**config.mk**
```make
export PLATFORM = sky130hd
export DESIGN_NAME = gwsp_ctrl
export DESIGN_NICKNAME = d
export VERILOG_FILES = /design/src/rtl/gwsp_pkg.sv /design/src/rtl/gwsp_ctrl.sv
export SDC_FILE = /design/constraint.sdc
export NUM_CORES = 1
export LEC_CHECK = 0
export BUFFER_PORTS_ARGS = -buffer_cell sky130_fd_sc_hd__buf_2
export CELL_PAD_IN_SITES_DETAIL_PLACEMENT = 0
export CELL_PAD_IN_SITES_GLOBAL_PLACEMENT = 1
export CORE_AREA = 3 3 40 42
export CTS_CLUSTER_SIZE = 28
export DETAILED_ROUTE_END_ITERATION = 8
export DIE_AREA = 0 0 43 45
export PLACE_DENSITY_LB_ADDON = 0.1
export SLEW_MARGIN = 20
export SYNTH_ARGS = -nofsm -noshare
export SYNTH_HDL_FRONTEND = slang
export SYNTH_SLANG_ARGS = --single-unit
```
**constraint.sdc**
```tcl
create_clock -name aclk -period 3.6 [get_ports aclk]
set_clock_uncertainty 0.1 [all_clocks]
set_input_delay 0.72 -clock aclk [delete_from_list [all_inputs] [get_ports aclk]]
set_output_delay 0.72 -clock aclk [all_outputs]
set_load 0.02 [all_outputs]
```
**src/rtl/gwsp_pkg.sv**
```systemverilog
package gwsp_pkg;

    localparam int MAX_ROWS = 32;
    localparam int MAX_COLS = 32;
    localparam int MAX_WORD = 16;

    localparam int DIM_W   = 6;
    localparam int ROW_W   = $clog2(MAX_ROWS);
    localparam int COL_W   = $clog2(MAX_COLS);
    localparam int ADDR_W  = $clog2(MAX_ROWS * MAX_COLS);
    localparam int K_W     = $clog2(MAX_WORD);
    localparam int GRID_DEPTH = MAX_ROWS * MAX_COLS;

    localparam int CFG_IDX_W = 1;
    localparam logic [CFG_IDX_W-1:0] CFG_GRID_ROWS = 1'd0;
    localparam logic [CFG_IDX_W-1:0] CFG_GRID_COLS = 1'd1;

    typedef enum logic [1:0] {
        REQ_GRID_WR = 2'd0,
        REQ_WORD_WR = 2'd1,
        REQ_PROBE   = 2'd2
    } req_t;

    typedef struct packed {
        logic grid_wr;
        logic word_wr;
        logic load;
        logic step;
        logic publish;
    } gwsp_cmd_t;

    typedef struct packed {
        logic last;
    } gwsp_sts_t;

    function automatic logic is_letter(input logic [7:0] c);
        return ((c >= 8'h41) && (c <= 8'h5A)) || ((c >= 8'h61) && (c <= 8'h7A));
    endfunction

endpackage

```
**src/rtl/gwsp_ctrl.sv**
```systemverilog
module gwsp_ctrl
    import gwsp_pkg::*;
(
    input  logic       aclk,
    input  logic       aresetn,
    input  logic       s_valid,
    input  logic [1:0] s_req_type,
    output logic       s_ready,
    output logic       m_valid,
    input  logic       m_ready,
    output gwsp_cmd_t  cmd,
    input  gwsp_sts_t  sts
);

    typedef enum logic [1:0] {
        ST_IDLE,
        ST_SCAN,
        ST_FLUSH
    } state_t;

    state_t state_reg, state_next;
    logic   m_valid_reg, m_valid_next;
    logic   s_beat;

    assign s_ready = (state_reg == ST_IDLE);
    assign s_beat  = s_valid && s_ready;
    assign m_valid = m_valid_reg;

    always_comb begin
        cmd = '0;
        state_next = state_reg;
        case (state_reg)
            ST_IDLE: begin
                if (s_beat) begin
                    cmd.grid_wr = (s_req_type == REQ_GRID_WR);
                    cmd.word_wr = (s_req_type == REQ_WORD_WR);
                    cmd.load    = (s_req_type == REQ_PROBE);
                    if (s_req_type == REQ_PROBE) begin
                        state_next = ST_SCAN;
                    end
                end
            end
            ST_SCAN: begin
                cmd.step = 1'b1;
                if (sts.last) begin
                    state_next = ST_FLUSH;
                end
            end
            ST_FLUSH: begin
                if (!m_valid_reg || m_ready) begin
                    cmd.publish = 1'b1;
                    state_next  = ST_IDLE;
                end
            end
            default: begin
                state_next = ST_IDLE;
            end
        endcase
    end

    always_comb begin
        if (cmd.publish) begin
            m_valid_next = 1'b1;
        end else if (m_ready) begin
            m_valid_next = 1'b0;
        end else begin
            m_valid_next = m_valid_reg;
        end
    end

    always_ff @(posedge aclk) begin
        if (!aresetn) begin
            state_reg   <= ST_IDLE;
            m_valid_reg <= 1'b0;
        end else begin
            state_reg   <= state_next;
            m_valid_reg <= m_valid_next;
        end
    end

endmodule

```
==> flow_metrics.py <==
metrics = {
    "status": {
        "status": "finished clean",
    },
    "clock_tree": {
        "cts.htree.levels": 1,
        "cts.path.max_buffers": 2,
        "root_buffer": "clkbuf_4",
        "postCtsSetupBuffers": 0,
        "cts_resized": 0,
        "cts_tree": "built",
        "cts_hold_buffers": 0,
        "cts.clk_slew.worst_paths_ps": 40,
        "cts_inserted_buffers": 3,
        "worstSkewPairLatency_ps": 230,
        "cts.sinks": 3,
    },
    "global_routing": {
        "grt_usage": 0.05736,
        "grt_first_pass_wirelength_um": 800,
        "grt_max_degree": 9,
        "grt_overflow_total": 0,
        "grt_pass1_vias": 209,
        "antenna_found_initial": 0,
    },
    "worst_setup_path": {
        "crit_cells": 4,
        "cp_slowest_stage_delay_ps": 400,
        "rr_endpoint": "state_reg[0]",
        "critPathArrivalTime_ps": 1540,
        "crit_start": "s_valid",
        "path_max_fanout": 4,
        "setup.worst_path.end": "cmd[3]",
        "critPathRequiredTime_ps": 2780,
        "cp.buffers_inverters": 2,
        "rrSetupSlack_ps": 2490,
        "worst_path_most_repeated_cell": "buf_2",
        "worst_setup_path_end_kind": "output pin",
        "crit_chain": "buf_2 > or3b_4 > nor3b_2 > buf_2",
        "critical_path_class": "in2out",
        "crit_path_start_kind": "primary input",
        "reg2reg_depth": 2,
        "cp_top_family": "simple AND/OR/NAND/NOR gates",
        "slowest_stage": "or3b_4",
        "r2r-start": "state_reg[1]",
    },
    "logic_synthesis": {
        "synth_adder_area_share": 0,
        "syn_avg_cell_area_um2": 10.01,
        "yosysSeqAreaShare": 0.3000,
        "synthSimpleGateAreaFrac": 0.5625,
        "ys_top_cells_by_area": "dfxtp_1, nor3b_2, nand4bb_1",
        "synthMuxAreaShare": 0,
        "synth_top_cell_area_share": 0.3000,
        "synth-edff-count": 0,
        "ys_async_sr_fraction": 0,
        "yosys.cell_types.count": 14,
        "syn_nets": 27,
        "synth_top_family_by_area": "simple AND/OR/NAND/NOR gates",
        "post-synth-top-count-cell": "dfxtp_1",
        "synth_seq_cells": 3,
        "synth_largest_area_cell": "dfxtp_1",
        "syn_area_um2": 200.2,
        "synth-xor-area-share": 0,
        "ys_warn_count": 0,
        "synth_cells": 20,
        "synth_compound_area_frac": 0.1000,
        "synth_commonest_cells": "dfxtp_1, a21boi_0, nand2b_1, nand4bb_1, nor3b_2",
        "synth_top_flop_cell": "dfxtp_1",
    },
    "die": {
        "die_h_um": 45,
        "rows": 13,
        "chipWidth_um": 43,
        "dieArea_mm2": 0.001935,
        "start_util": 0.1558,
        "core_area_mm2": 0.001285,
        "ios": 14,
    },
    "cells_and_area": {
        "antenna_cells": 0,
        "areaGrowthSynthToFinish_pct": 51.25,
        "drive_gt1_frac": 0.5278,
        "post-route-util": 0.2356,
        "largest_reg_flops": 2,
        "layout.nets": 44,
    },
    "route": {
        "routed_wl_um": 463,
        "first_iter_violations": 2,
        "num_vias": 203,
        "firstDrtPassIters": 2,
        "antenna_left": 0,
        "drc": 0,
        "vias_per_cell": 3.980,
        "routedWlPerCell_um": 9.078,
    },
    "sta": {
        "slew_headroom": 0.8485,
        "hold_viol": 0,
        "min_period_ps": 2362,
        "fin_crit_sh": 0.6561,
        "drv_slew": 0,
        "worstMarginPinSlew_ps": 226.9,
        "setup_tns_ps": 0,
        "setup_viol": 0,
        "max_freq_mhz": 423.4,
        "rsz0062_at_grt": "false",
    },
    "placement": {
        "routabilityCongestion": 0.6554,
        "port_buffers": 13,
    },
    "pwr": {
        "p_sw_frac": 0.2380,
        "power_leakage_nw": 0.1331,
        "pwr-share-seq": 0.318,
        "powerDensity_mw_per_mm2": 365.3,
        "p_int_mw": 0.08429,
        "peakVddDrop_mv": 0.06971,
        "power.share.clock": 0.526,
        "p_switching_mw": 0.02632,
        "p_comb_frac": 0.156,
    },
    "hold_path": {
        "hold_class": "reg2reg",
    },
    "job": {
        "max-cap-violations": 0,
    },
}
## cell usage in the layout (no fill, tap or decap), drive strengths merged
cell	netlist	final
nand4bb	2	2
nand3b	1	1
a21boi	2	2
and2b	1	1
clkbuf	0	4
nor3b	2	2
nand2b	2	2
buf	1	13
dfxtp	3	3
o21ai	1	1
nor3	1	1
nor2b	1	1
or4bb	1	1
nor2	1	1
or3b	1	1
## layout make-up
class / instances / area (um^2)
fill: 145 / 982.2
sequential: 3 / 60.06
clock buffer: 4 / 26.28
tap: 15 / 18.77
multi-input combinational: 16 / 132.6
timing repair buffer: 13 / 65.06
## tightest hold or removal path, stage by stage, from the launching register on
cell and delay [ps]:
dfxtp_1 310, nand2b_1 80, a21boi_0 70
## power by group through the flow
stage | registers [mW] | clock network [mW] | logic, mW
2_1_floorplan | 0.0356 | 0 | 0.0101
3_3_place_gp | 0.0358 | 0 | 0.0173
3_5_place_dp | 0.0357 | 0 | 0.0175
4_1_cts | 0.0352 | 0.0619 | 0.0176
5_1_grt | 0.0354 | 0.0640 | 0.0191
6_report | 0.0352 | 0.0581 | 0.0173
## per-stage QoR
stage | setup WS [ps] | hold slack (ps) | power, mW | area (um^2) | std cells
global route | 1173 | 453.4 | 0.1186 | 302.8 | 51
global placement | 1250 | 415.5 | 0.05313 | 276.5 | 47
finish | 1238 | 403.5 | 0.1106 | 302.8 | 51
detailed placement | 1232 | 405.6 | 0.05326 | 276.5 | 47
CTS | 1228 | 413.2 | 0.1147 | 302.8 | 51
floorplan | 1202 | 409.5 | 0.04562 | 200.2 | 20
## layer usage
layer	vias to the layer above	wire, um	track usage
met1	89	193	0.05755
met5	-	0	0
met2	9	227	0.08982
met4	0	0	0.07229
met3	0	42	0.01195
li1	105	-	-
## logic make-up after synthesis
kind of cell | after synthesis
flip-flops | 3
AO/OA/AOI/OAI | 3
AND/OR/NAND/NOR | 13
buffers and inverters | 1
## worst min-delay path by stage
| stage | from | endpoint | slack, ps | depth (start not counted) |
|---|---|---|---|---|
| 2_1_floorplan | state_reg[0] | state_reg[1] | 410 | 2 |
| 3_3_place_gp | m_valid | m_valid | 420 | 2 |
| 3_5_place_dp | m_valid | m_valid | 410 | 2 |
| 4_1_cts | m_valid | m_valid | 410 | 2 |
| 5_1_grt | m_valid | state_reg[1] | 450 | 2 |
| 6_report | m_valid | m_valid | 400 | 2 |
(Power assumes the default switching activity.)
